$ cat src/rtl/pra_pkg.sv
// Shared types and constants of the page run allocator.
package pra_pkg;

  // Fixed region size and counts of ports and owners
  localparam int TOTAL_PAGES = 256;
  localparam int PORT_COUNT  = 4;
  localparam int NUM_OWNERS  = 16;

  // Configuration register file: a start and a size register per port
  localparam int REG_COUNT  = 2 * PORT_COUNT;
  localparam int CFG_IDX_W  = 4;
  localparam logic REG_KIND_START = 1'b0;
  localparam logic REG_KIND_PAGES = 1'b1;

  // Request queue between front and back
  localparam int QUEUE_DEPTH = 2;
  localparam int QPTR_W      = $clog2(QUEUE_DEPTH);
  localparam int QCNT_W      = $clog2(QUEUE_DEPTH + 1);

  // Result status codes
  localparam logic STATUS_OK      = 1'b0;
  localparam logic STATUS_NO_ROOM = 1'b1;

  // Request commands
  typedef enum logic [1:0] {
    CMD_ALLOC   = 2'd0,
    CMD_FREE    = 2'd1,
    CMD_RELEASE = 2'd2,
    CMD_NONE    = 2'd3
  } pra_cmd_t;

  // Work handed to the back end
  typedef enum logic [1:0] {
    OP_ALLOC   = 2'd0,
    OP_FREE    = 2'd1,
    OP_RELEASE = 2'd2,
    OP_DONE    = 2'd3
  } pra_op_t;

  typedef struct packed {
    pra_op_t    op;
    logic [3:0] owner;
    logic [8:0] count;
    logic [7:0] lo;
    logic [8:0] hi;
    logic       status;
    logic [7:0] page;
  } pra_desc_t;

endpackage

$ cat src/rtl/pra_front.sv
// Front end: window registers, request classification and range setup.
module pra_front import pra_pkg::*; (
  input  logic                 clk,
  input  logic                 rst,
  input  logic                 cfg_valid,
  output logic                 cfg_ready,
  input  logic [CFG_IDX_W-1:0] cfg_index,
  input  logic [8:0]           cfg_data,
  input  logic                 in_valid,
  output logic                 in_ready,
  input  logic [1:0]           cmd,
  input  logic [3:0]           owner,
  input  logic [1:0]           port,
  input  logic [8:0]           page_count,
  input  logic [7:0]           first_page,
  input  logic                 q_room,
  input  logic                 init_done,
  output logic                 push,
  output pra_desc_t            push_desc
);

  localparam int EW = ($clog2(TOTAL_PAGES) + 1 > 10) ? $clog2(TOTAL_PAGES) + 1 : 10;

  logic [7:0] win_start [PORT_COUNT];
  logic [8:0] win_pages [PORT_COUNT];

  logic       cfg_hit;
  logic [1:0] cfg_sel;
  logic [9:0] win_sum;
  logic [8:0] win_end;
  logic       win_bad;
  logic [9:0] fr_sum;
  logic [8:0] fr_end;
  logic       port_ok;
  logic       owner_ok;

  // Register writes are always taken
  assign cfg_ready = 1'b1;
  assign cfg_hit   = cfg_index < CFG_IDX_W'(REG_COUNT);
  assign cfg_sel   = cfg_index[2:1];

  always_ff @(posedge clk) begin
    if (rst) begin
      for (int i = 0; i < PORT_COUNT; i++) begin
        win_start[i] <= '0;
        win_pages[i] <= '0;
      end
    end else if (cfg_valid && cfg_ready && cfg_hit) begin
      if (cfg_index[0] == REG_KIND_START) begin
        win_start[cfg_sel] <= cfg_data[7:0];
      end else begin
        win_pages[cfg_sel] <= cfg_data;
      end
    end
  end

  // Window end and free range end, both clipped to the region
  always_comb begin
    port_ok  = 32'(port) < PORT_COUNT;
    owner_ok = 32'(owner) < NUM_OWNERS;
    win_sum  = {2'b00, win_start[port]} + {1'b0, win_pages[port]};
    win_end  = (EW'(win_sum) > EW'(TOTAL_PAGES)) ? 9'(TOTAL_PAGES) : win_sum[8:0];
    win_bad  = {1'b0, win_start[port]} > win_end;
    fr_sum   = {2'b00, first_page} + {1'b0, page_count};
    fr_end   = (EW'(fr_sum) > EW'(TOTAL_PAGES)) ? 9'(TOTAL_PAGES) : fr_sum[8:0];
  end

  // Classify: immediate results go straight through as done entries
  always_comb begin
    push_desc.op     = OP_DONE;
    push_desc.owner  = owner;
    push_desc.count  = page_count;
    push_desc.lo     = first_page;
    push_desc.hi     = fr_end;
    push_desc.status = STATUS_OK;
    push_desc.page   = '0;
    case (cmd)
      CMD_ALLOC: begin
        push_desc.lo = win_start[port];
        push_desc.hi = win_end;
        if (!port_ok || !owner_ok || win_bad) begin
          push_desc.status = STATUS_NO_ROOM;
        end else if (page_count == 9'd0) begin
          push_desc.page = win_start[port];
        end else begin
          push_desc.op = OP_ALLOC;
        end
      end
      CMD_FREE: begin
        if (owner_ok && ({1'b0, first_page} < fr_end)) begin
          push_desc.op = OP_FREE;
        end
      end
      CMD_RELEASE: begin
        if (owner_ok) begin
          push_desc.op = OP_RELEASE;
        end
      end
      default: begin
        push_desc.op = OP_DONE;
      end
    endcase
  end

  assign in_ready = q_room && init_done;
  assign push     = in_valid && in_ready;

endmodule

$ cat src/rtl/pra_queue.sv
// Short request queue between the front end and the page table engine.
module pra_queue import pra_pkg::*; (
  input  logic      clk,
  input  logic      rst,
  input  logic      push,
  input  pra_desc_t push_desc,
  output logic      room,
  input  logic      pop,
  output logic      valid,
  output pra_desc_t desc
);

  pra_desc_t           entries [QUEUE_DEPTH];
  logic [QPTR_W-1:0]   wr_ptr;
  logic [QPTR_W-1:0]   rd_ptr;
  logic [QCNT_W-1:0]   cnt;

  assign room  = cnt != QCNT_W'(QUEUE_DEPTH);
  assign valid = cnt != '0;
  assign desc  = entries[rd_ptr];

  // Payload storage
  always_ff @(posedge clk) begin
    if (push) begin
      entries[wr_ptr] <= push_desc;
    end
  end

  // Pointers and fill level
  always_ff @(posedge clk) begin
    if (rst) begin
      wr_ptr <= '0;
      rd_ptr <= '0;
      cnt    <= '0;
    end else begin
      if (push) begin
        wr_ptr <= (wr_ptr == QPTR_W'(QUEUE_DEPTH - 1)) ? '0 : wr_ptr + 1'b1;
      end
      if (pop) begin
        rd_ptr <= (rd_ptr == QPTR_W'(QUEUE_DEPTH - 1)) ? '0 : rd_ptr + 1'b1;
      end
      if (push && !pop) begin
        cnt <= cnt + 1'b1;
      end else if (pop && !push) begin
        cnt <= cnt - 1'b1;
      end
    end
  end

endmodule

$ cat src/rtl/pra_back.sv
// Back end: page table memory, run scan, fill, range sweep and result register.
module pra_back import pra_pkg::*; (
  input  logic       clk,
  input  logic       rst,
  input  logic       q_valid,
  input  pra_desc_t  q_desc,
  output logic       q_pop,
  output logic       init_done,
  output logic       out_valid,
  input  logic       out_ready,
  output logic       status,
  output logic [7:0] alloc_page
);

  localparam int AW = $clog2(TOTAL_PAGES);
  localparam int CW = (AW + 1 > 9) ? AW + 1 : 9;

  typedef struct packed {
    logic       used;
    logic [3:0] owner;
  } pra_entry_t;

  typedef enum logic [5:0] {
    ST_INIT  = 6'b000001,
    ST_IDLE  = 6'b000010,
    ST_SCAN  = 6'b000100,
    ST_FILL  = 6'b001000,
    ST_SWEEP = 6'b010000,
    ST_DONE  = 6'b100000
  } state_t;

  pra_entry_t mem [TOTAL_PAGES];
  pra_entry_t rd_entry;
  logic          we;
  logic [AW-1:0] waddr;
  pra_entry_t    wdata;

  state_t        state;
  logic [CW-1:0] p;
  logic [CW-1:0] q;
  logic [CW-1:0] hi;
  logic          pend;
  logic [8:0]    run;
  logic [8:0]    count;
  logic [3:0]    own;
  logic          res_status;
  logic [7:0]    res_page;

  logic          issue;
  logic          found;
  logic          match;
  logic [CW-1:0] first;
  logic          res_room;

  // Page table: one write and one registered read per cycle
  always_ff @(posedge clk) begin
    if (we) begin
      mem[waddr] <= wdata;
    end
    rd_entry <= mem[p[AW-1:0]];
  end

  always_comb begin
    issue    = p < hi;
    found    = pend && !rd_entry.used && ({1'b0, run} + 10'd1 == {1'b0, count});
    match    = pend && rd_entry.used && (rd_entry.owner == own);
    first    = q + CW'(1) - CW'(count);
    res_room = !out_valid || out_ready;
  end

  // Write port source per state
  always_comb begin
    we    = 1'b0;
    waddr = p[AW-1:0];
    wdata = '0;
    case (state)
      ST_INIT: begin
        we = 1'b1;
      end
      ST_FILL: begin
        we    = 1'b1;
        wdata = '{used: 1'b1, owner: own};
      end
      ST_SWEEP: begin
        we    = match;
        waddr = q[AW-1:0];
      end
      default: begin
        we = 1'b0;
      end
    endcase
  end

  assign q_pop     = (state == ST_IDLE) && q_valid;
  assign init_done = state != ST_INIT;

  // Output register: loaded from the done state, emptied when taken
  always_ff @(posedge clk) begin
    if (rst) begin
      out_valid <= 1'b0;
    end else if ((state == ST_DONE) && res_room) begin
      out_valid  <= 1'b1;
      status     <= res_status;
      alloc_page <= res_page;
    end else if (out_ready) begin
      out_valid <= 1'b0;
    end
  end

  // Sequencer
  always_ff @(posedge clk) begin
    if (rst) begin
      state <= ST_INIT;
      p     <= '0;
      pend  <= 1'b0;
    end else begin
      case (state)
        // Clearing pass over the whole table
        ST_INIT: begin
          p <= p + 1'b1;
          if (p == CW'(TOTAL_PAGES - 1)) begin
            state <= ST_IDLE;
          end
        end
        // Take the next request off the queue
        ST_IDLE: begin
          if (q_valid) begin
            pend       <= 1'b0;
            run        <= '0;
            own        <= q_desc.owner;
            count      <= q_desc.count;
            res_status <= q_desc.status;
            res_page   <= q_desc.page;
            p          <= CW'(q_desc.lo);
            hi         <= CW'(q_desc.hi);
            case (q_desc.op)
              OP_ALLOC: state <= ST_SCAN;
              OP_FREE:  state <= ST_SWEEP;
              OP_RELEASE: begin
                p     <= '0;
                hi    <= CW'(TOTAL_PAGES);
                state <= ST_SWEEP;
              end
              default: state <= ST_DONE;
            endcase
          end
        end
        // First-fit scan, one page per cycle
        ST_SCAN: begin
          if (found) begin
            p          <= first;
            hi         <= q;
            res_page   <= first[7:0];
            res_status <= STATUS_OK;
            pend       <= 1'b0;
            state      <= ST_FILL;
          end else if (!pend && !issue) begin
            res_status <= STATUS_NO_ROOM;
            res_page   <= '0;
            state      <= ST_DONE;
          end else begin
            pend <= issue;
            q    <= p;
            if (issue) begin
              p <= p + 1'b1;
            end
            if (pend) begin
              run <= rd_entry.used ? '0 : run + 1'b1;
            end
          end
        end
        // Mark the found run as owned
        ST_FILL: begin
          p <= p + 1'b1;
          if (p == hi) begin
            state <= ST_DONE;
          end
        end
        // Clear pages of the owner across a range
        ST_SWEEP: begin
          if (!pend && !issue) begin
            state <= ST_DONE;
          end else begin
            pend <= issue;
            q    <= p;
            if (issue) begin
              p <= p + 1'b1;
            end
          end
        end
        // Wait until the output register can take the result
        ST_DONE: begin
          if (res_room) begin
            state <= ST_IDLE;
          end
        end
        default: begin
          state <= ST_IDLE;
        end
      endcase
    end
  end

endmodule

$ cat src/rtl/page_run_allocator_unit.sv
// Page run allocator top level: front end, request queue and page table engine.
// Requests enter a two-entry queue and complete one at a time against a
// page table with one write and one registered read port, read one page per
// cycle. The engine takes a request off the queue, then: an allocate scans the
// window from its start to the end of the first free run that fits and marks
// that run as owned, a failed allocate scans the whole window, a free sweeps
// the pages in its range, a release sweeps the whole table, and requests
// answered without touching the table (zero length, bad window or owner,
// empty free range, unknown command) go straight to the result. After reset
// the table is cleared in full, during which in_ready stays low; register
// writes are taken at any time. Results come in request order through an
// output register.
module page_run_allocator_unit import pra_pkg::*; (
  input  logic                 clk,
  input  logic                 rst,
  input  logic                 cfg_valid,
  output logic                 cfg_ready,
  input  logic [CFG_IDX_W-1:0] cfg_index,
  input  logic [8:0]           cfg_data,
  input  logic                 in_valid,
  output logic                 in_ready,
  input  logic [1:0]           cmd,
  input  logic [3:0]           owner,
  input  logic [1:0]           port,
  input  logic [8:0]           page_count,
  input  logic [7:0]           first_page,
  output logic                 out_valid,
  input  logic                 out_ready,
  output logic                 status,
  output logic [7:0]           alloc_page
);

  logic      q_room;
  logic      push;
  pra_desc_t push_desc;
  logic      q_valid;
  pra_desc_t q_desc;
  logic      q_pop;
  logic      init_done;

  pra_front u_front (
    .clk       (clk),
    .rst       (rst),
    .cfg_valid (cfg_valid),
    .cfg_ready (cfg_ready),
    .cfg_index (cfg_index),
    .cfg_data  (cfg_data),
    .in_valid  (in_valid),
    .in_ready  (in_ready),
    .cmd       (cmd),
    .owner     (owner),
    .port      (port),
    .page_count(page_count),
    .first_page(first_page),
    .q_room    (q_room),
    .init_done (init_done),
    .push      (push),
    .push_desc (push_desc)
  );

  pra_queue u_queue (
    .clk      (clk),
    .rst      (rst),
    .push     (push),
    .push_desc(push_desc),
    .room     (q_room),
    .pop      (q_pop),
    .valid    (q_valid),
    .desc     (q_desc)
  );

  pra_back u_back (
    .clk       (clk),
    .rst       (rst),
    .q_valid   (q_valid),
    .q_desc    (q_desc),
    .q_pop     (q_pop),
    .init_done (init_done),
    .out_valid (out_valid),
    .out_ready (out_ready),
    .status    (status),
    .alloc_page(alloc_page)
  );

endmodule

$ cat config.mk
export PLATFORM = sky130hd
export DESIGN_NAME = page_run_allocator_unit
export DESIGN_NICKNAME = d
export VERILOG_FILES = /design/src/rtl/pra_pkg.sv /design/src/rtl/pra_front.sv /design/src/rtl/pra_queue.sv /design/src/rtl/pra_back.sv /design/src/rtl/page_run_allocator_unit.sv
export SDC_FILE = /design/constraint.sdc
export NUM_CORES = 2
export LEC_CHECK = 0
export BUFFER_PORTS_ARGS = -buffer_cell sky130_fd_sc_hd__buf_2
export CAP_MARGIN = 40
export CELL_PAD_IN_SITES_DETAIL_PLACEMENT = 0
export CELL_PAD_IN_SITES_GLOBAL_PLACEMENT = 1
export CORE_MARGIN = 5
export CORE_UTILIZATION = 55
export DETAILED_ROUTE_END_ITERATION = 16
export GPL_TIMING_DRIVEN = 1
export PLACE_DENSITY = 0.81
export SLEW_MARGIN = 20
export SYNTH_ARGS = -nofsm -noshare
export SYNTH_HDL_FRONTEND = slang
export SYNTH_SLANG_ARGS = --single-unit
$ cat constraint.sdc
create_clock -name clk -period 10.5 [get_ports clk]
set_input_delay 0.525 -clock clk [delete_from_list [all_inputs] [get_ports clk]]
set_output_delay 0.525 -clock clk [all_outputs]
set_load 0.02 [all_outputs]
* Word-level counts from Yosys, hierarchy flattened
Memories as Yosys holds them, arrays and structs flattened. A register that Yosys moved wholly into a read port is not among the register bits. Index checks and enable logic that the tools add are counted.
Word-level totals: register bits after elaboration 79, input port bits 43, logic and storage cells 185, memory bits (writable) 1430, memories 4
Operators by class: bitwise gates (word level) 1, equal/unequal tests 25, add/subtract/negate cells 11, mux-type cells 80, magnitude comparators 6, reductions and logical operators 42
Memories:
- u_back.mem | words 256, bits a word 5, read ports 1, clocked after Yosys merged registers in 1, wr ports 1, RTL line pra_back.sv:32 | pra_entry_t mem [TOTAL_PAGES];
- u_queue.entries | words 2, bits a word 41, read ports 1, clocked after Yosys merged registers in 1, wr ports 1, RTL line pra_queue.sv:13 | pra_desc_t entries [QUEUE_DEPTH];
- u_front.win_pages | words 4, bits a word 9, read ports 1, clocked after Yosys merged registers in 0, wr ports 4, RTL line pra_front.sv:25 | logic [8:0] win_pages [PORT_COUNT];
- u_front.win_start | words 4, bits a word 8, read ports 1, clocked after Yosys merged registers in 0, wr ports 4, RTL line pra_front.sv:24 | logic [7:0] win_start [PORT_COUNT];
Operators by type and width (count):
- 2-to-1 mux 9 bit | 17
- 2-to-1 mux 8 bit | 8
- case mux 9 bit (2 select lines) | 3
- 2-to-1 mux 6 bit | 6
- case mux 6 bit (6 select lines) | 1
- case mux 9 bit (4 select lines) | 1
- 2-to-1 mux 1 bit | 29
- adder 9 x 1 -> 9 bit, second input constant | 3
- 2-to-1 mux 26 bit | 1
- adder 8 x 9 -> 10 bit | 2
- > comparator 10 x 9 -> 1 bit, second input constant | 2
- case mux 8 bit (2 select lines) | 1
- 2-to-1 mux 2 bit | 7
- logical AND 1 bit | 12
- inequality test 2 x 1 -> 1 bit, second input constant | 6
- case mux 6 bit (2 select lines) | 1
- AND reduction 4 bit | 3
- adder 9 x 1 -> 10 bit, second input constant | 1
- == test 10 x 9 -> 1 bit | 1
- nonzero test 2 bit | 5
- == test 9 x 8 -> 1 bit, second input constant | 1
- == test 9 bit | 1
- > comparator 8 x 9 -> 1 bit | 1
- zero test 9 bit | 1
- 35 further kinds | 51

* Longest topological paths before layout
word-level depth 7, gate-level depth with buffers 20

* Cells and area by module
From an unflattened synthesis, not the netlist that was laid out.
Unflattened totals: cells, all modules 3462, area total of the unflattened synthesis 62787.7 um^2
By module, submodules not included:
- pra_back | times used 1, cells each 2881, area an instance 54928.9 um^2
- pra_front | times used 1, cells each 431, area an instance 4692.0 um^2
- pra_queue | times used 1, cells each 150, area an instance 3166.8 um^2

* Worst setup path before layout
No wires, ideal clock.
path type reg2reg, from register u_back.state[2], to memory u_back.mem[0][0] in the netlist's numbering, data pin, arrival 7292 ps, cell stages (with the launch flop) 6, clock period less this slack 8159 ps, setup time 867 ps, path buffers 1, setup slack 2341 ps, path through dfxtp_1 clkbuf_1 nor4_1 nand3b_1 inv_1 and2_1
RTL lines:
- start, declared | RTL line pra_back.sv:38 | state_t state;
- start signal, assigned | RTL line pra_back.sv:113 | state <= ST_INIT;
- start signal, assigned | RTL line pra_back.sv:122 | state <= ST_IDLE;
- start signal, assigned | RTL line pra_back.sv:137 | OP_ALLOC: state <= ST_SCAN;
- end, declared | RTL line pra_back.sv:32

==> results.md <==
| Quantity | Reported |
|---|---|
| Category of the worst setup path capture point | register |
| Number of nets in the final layout | 3,548 |
| CTS Buf Count | 148 |
| Register clock-pin slew on the reported worst setup and hold paths | 0.06 ns |
| Path class of the lowest-slack min-delay path | input port to register |
| Wire length of the first global-routing pass | 213,000 um |
| Max transition margin | 18.5% |
| Highest clock frequency the design can meet | 0.187 GHz |
| Leakage power | 19.3 nW |
| Switching power share of the total | 23.9% |
| Reg2reg path depth | 19 |
| Required time at the worst-slack endpoint | 11.10 ns |
| Worst path cell trace | mux4_2, ha_1, inv_1, fa_1, xnor2_1, or3b_2, a2111oi_0, o2111ai_1, o311ai_1, nand2_1, ha_1, a21o_1, a21o_1, a211o_1, o2111ai_1, a31oi_1, a311oi_1, clkbuf_2, and2_1 |
| Post-DP HPWL | 89,200 um |
| Wire length the detailed router placed on met1 | 55,400 um |
| Number of top-level pins | 55 |
| Total count of hold-check failures in the final report | 0 |
| Worst Hold End | u_queue.entries[1][27] |
| Worst Max-Slew Pin Slew | 1.22 ns |
| Total DRC errors in the routed layout | 0 |
| Share of flip-flops with an asynchronous set or reset | 0% |
| Average cell area after synthesis | 18.5 sq um |
| Switching power of the nets | 0.00320 W |
| Final wirelength | 142,000 um |
| Part of the power in combinational logic | 11.8% |
| Critical path arrival | 5.95 ns |
| Number of detailed-routing iterations run before antenna repair | 6 |
| Element type at the critical path start | register |
| Count of buffers inserted at the top-level ports | 53 |
| Final TNS setup | 0 ns |
| DIE AREA | 119,000 sq um |
| Worst Path Max Fanout | 6 |
| Final setup skew | 0.0209 ns |
| Clock tree sinks | 1,515 |
| Maximum count of clock buffers along a single path | 3 |
| Hold wc startpoint | page_count[1] |
| Remaining number of nets flagged by the antenna check after routing | 0 |
| Cells resized by post-CTS repair | 0 |
| Post-synth top flop | edfxtp_1 |
| Layout cell share with drive strength beyond 1 | 20.6% |
| Core box area | 111,000 sq um |
| Final standard cell area without fillers | 68,900 sq um |
| Worst hold-check slack | 0.0664 ns |
| Cell count of the worst hold path | 1 |
| Clk network pwr share | 38.3% |
| Routed wl met3 | 10,800 um |
| Worst reg2reg path endpoint | u_queue.entries[1][7] |
| Count of standard-cell rows | 122 |
| Synth Instances | 3,342 |
| Yosys Warn Count | 0 |
| TritonCTS clock tree | done |
| Final setup violation count | 0 |
| Overall overflow remaining after global route | 0 |
| Register area share after synthesis | 73.3% |
| Horizontal extent of the die | 345 um |
| Pre-CTS WS | 4.21 ns |
| Largest stage delay on the critical path | 0.60 ns |
| WL per Instance | 28.1 um |
| Diode insertion count for antenna repair | 0 |
| Post-synth EDFFs | 1,488 |
| CP max-delay cell | a2111oi_0 |
| Final period utilization | 51.0% |
| Startpoint of the lowest-slack register-to-register path | u_front.win_pages[3][0] |
| Pwr per Cell Area | 195 nW/um^2 |
| Largest voltage drop on the vdd net | 0.000159 V |
| Clock insertion delay at the later pin of the skew report | 0.75 ns |
| Detail-routed via count per cell | 6.43 |
| Mapped cell area | 61,700 sq um |
| Minimum setup slack in the final design | 5.15 ns |
| Total cell area at the placement stage | 64,000 sq um |
| Setup CP Type | register to register |
| Max-cap viol count | 0 |
| Min Clock Period, post-route | 5.35 ns |
| Area Growth Syn to Fin | 11.6% |
| Setup repair after global routing missed its margin | false |
| Number of antenna violations at the first check in global routing | 0 |
| Flip-flop and latch count after synthesis | 1,515 |
| Total Routing Usage GR | 24.1% |
| Result of the run | complete, no violations |
| Overall power after layout | 0.0134 W |
| Mapped Nets | 3,449 |
| GP Congestion | 0.882 |
| Number of slew-limit violations in the final report | 0 |
| Vias in the first global route | 33,200 |
| Die height | 345 um |
| Yosys cell types | 76 |
| Highest routing layer actually used | met4 |
| Buffer cell driving the clock tree root | clkbuf_16 |
| Via count of the routed design | 32,500 |
| Largest net degree at the start of global routing | 217 |
| Routed met2 length | 71,000 um |
| Maximum level of the CTS H-tree | 4 |
| Initial detailed-routing violation count | 3,809 |
| Cell-internal power | 0.0102 W |
| Starting Density | 55.6% |
| Reg power frac | 49.9% |
| Worst setup slack for register-to-register paths | 5.15 ns |
==> critical path, delay by kind of cell, from the launching register on <==
family	cells	cell delay, ns
AOI/OAI and AO/OA	9	2.33
xor gates and xnor gates	1	0.11
adders and majority gates	3	0.78
buffers and inverters	2	0.34
DFF	1	0.36
muxes	1	0.54
and+or+nand+nor	3	0.74
==> synth_stat cells, types with 40 or more instances <==
cell      count  area (sq um)
nand2_1     100           375
a21oi_1      70           350
mux4_2      337          7590
edfxtp_1   1488         44700
inv_1        44           165
nor2_1      327          1230
a22o_1       47           412
o21ai_0      41           205
a221oi_1     44           385
a22oi_1      79           593
ha_1         61           763
and2_1       80           500
clkbuf_1    131           492
nor3_1       41           205
buf_2        40           200
==> final cells by class <==
type / instances / area (sq um)
clock buffers: 187 / 3970
clock inverters: 79 / 704
fillers: 7596 / 42100
inverters: 44 / 170
multi-input cells: 1593 / 15600
flip-flops and latches: 1515 / 45200
well taps: 1488 / 1860
repair buffers: 139 / 1310
==> cells by family (layout without fill, tap and decap cells) <==
kind of cell	after synthesis	after routing	share of synthesized area (%)
and+or+nand+nor	671	671	5.03
buffers and inverters	234	449	1.52
muxes	387	387	13.2
adders and majority gates	64	64	1.33
AOI/OAI and AO/OA	429	429	5.05
other	1	1	0.00608
DFF	1515	1515	73.3
xor gates and xnor gates	41	41	0.604
==> timing repair <==
item / CTS / global route
hold endpoints to repair: 23 / 0
hold buffers: 12 / 0
buffers inserted: 0 / 0
==> layer usage <==
metal	vias to the layer above	global-route usage [%]
met4	0	7.66
met2	1565	39.9
met1	16900	33.7
met3	240	3.80
li1	13800	-
met5	-	0
==> power groups by stage <==
stage	Clock (W)	Combinational [W]	Sequential (W)
floorplan	0	0.00108	0.00678
global placement	0	0.00150	0.00682
detailed placement	0	0.00157	0.00681
CTS	0.00519	0.00158	0.00669
global route	0.00546	0.00167	0.00669
finish	0.00514	0.00158	0.00668
==> sequential cells by signal (all words and copies together) (netlist names), 2 cells and up, named ones only <==
name	flops
u_back.alloc_page	8
u_back.count	9
u_back.hi	9
u_back.mem	1280
u_back.own	4
u_back.p	9
u_back.q	9
u_back.rd_entry	5
u_back.res_page	8
u_back.run	9
u_back.state	6
u_front.win_pages	36
u_front.win_start	32
u_queue.cnt	2
u_queue.entries	82
==> per-stage QoR <==
step                std cells  util (%)
floorplan                3342         -
global placement         4734      57.2
global route             5045      62.1
CTS                      5038      62.0
finish                   5045      62.1
detailed placement       4760      57.7
==> cells in the final DEF, fill, tap and decap left out, types with 23 or more instances in the layout <==
cell and n:
o22ai_1 23, mux4_2 337, ha_1 61, nor2_1 325
buf_2 58, buf_4 41, nand2_1 86, clkinv_2 23
o21ai_0 40, nor3_1 41, edfxtp_1 1488, mux2i_1 29
dfxtp_1 24, nand3_1 25, a221oi_1 44, clkbuf_16 152
clkbuf_1 32, inv_1 43, and2_1 75, a21oi_1 70
a22oi_1 79, clkinv_1 31, a22o_1 47
==> worst max-delay path by stage <==
| stage | cells after the start | slack (ns) | from | endpoint |
|---|---|---|---|---|
| floorplan | 5 | 2.34 | u_back.state[2] | u_back.mem[0][0] |
| global placement | 19 | 4.27 | port[0] | u_queue.entries[0][0] |
| detailed placement | 19 | 4.21 | port[0] | u_queue.entries[0][7] |
| CTS | 18 | 4.97 | u_front.win_pages[3][0] | u_queue.entries[0][1] |
| global route | 20 | 4.77 | port[0] | u_queue.entries[1][0] |
| finish | 19 | 5.15 | u_front.win_pages[3][0] | u_queue.entries[1][7] |
No activity file was read; power rests on OpenSTA's default activity.
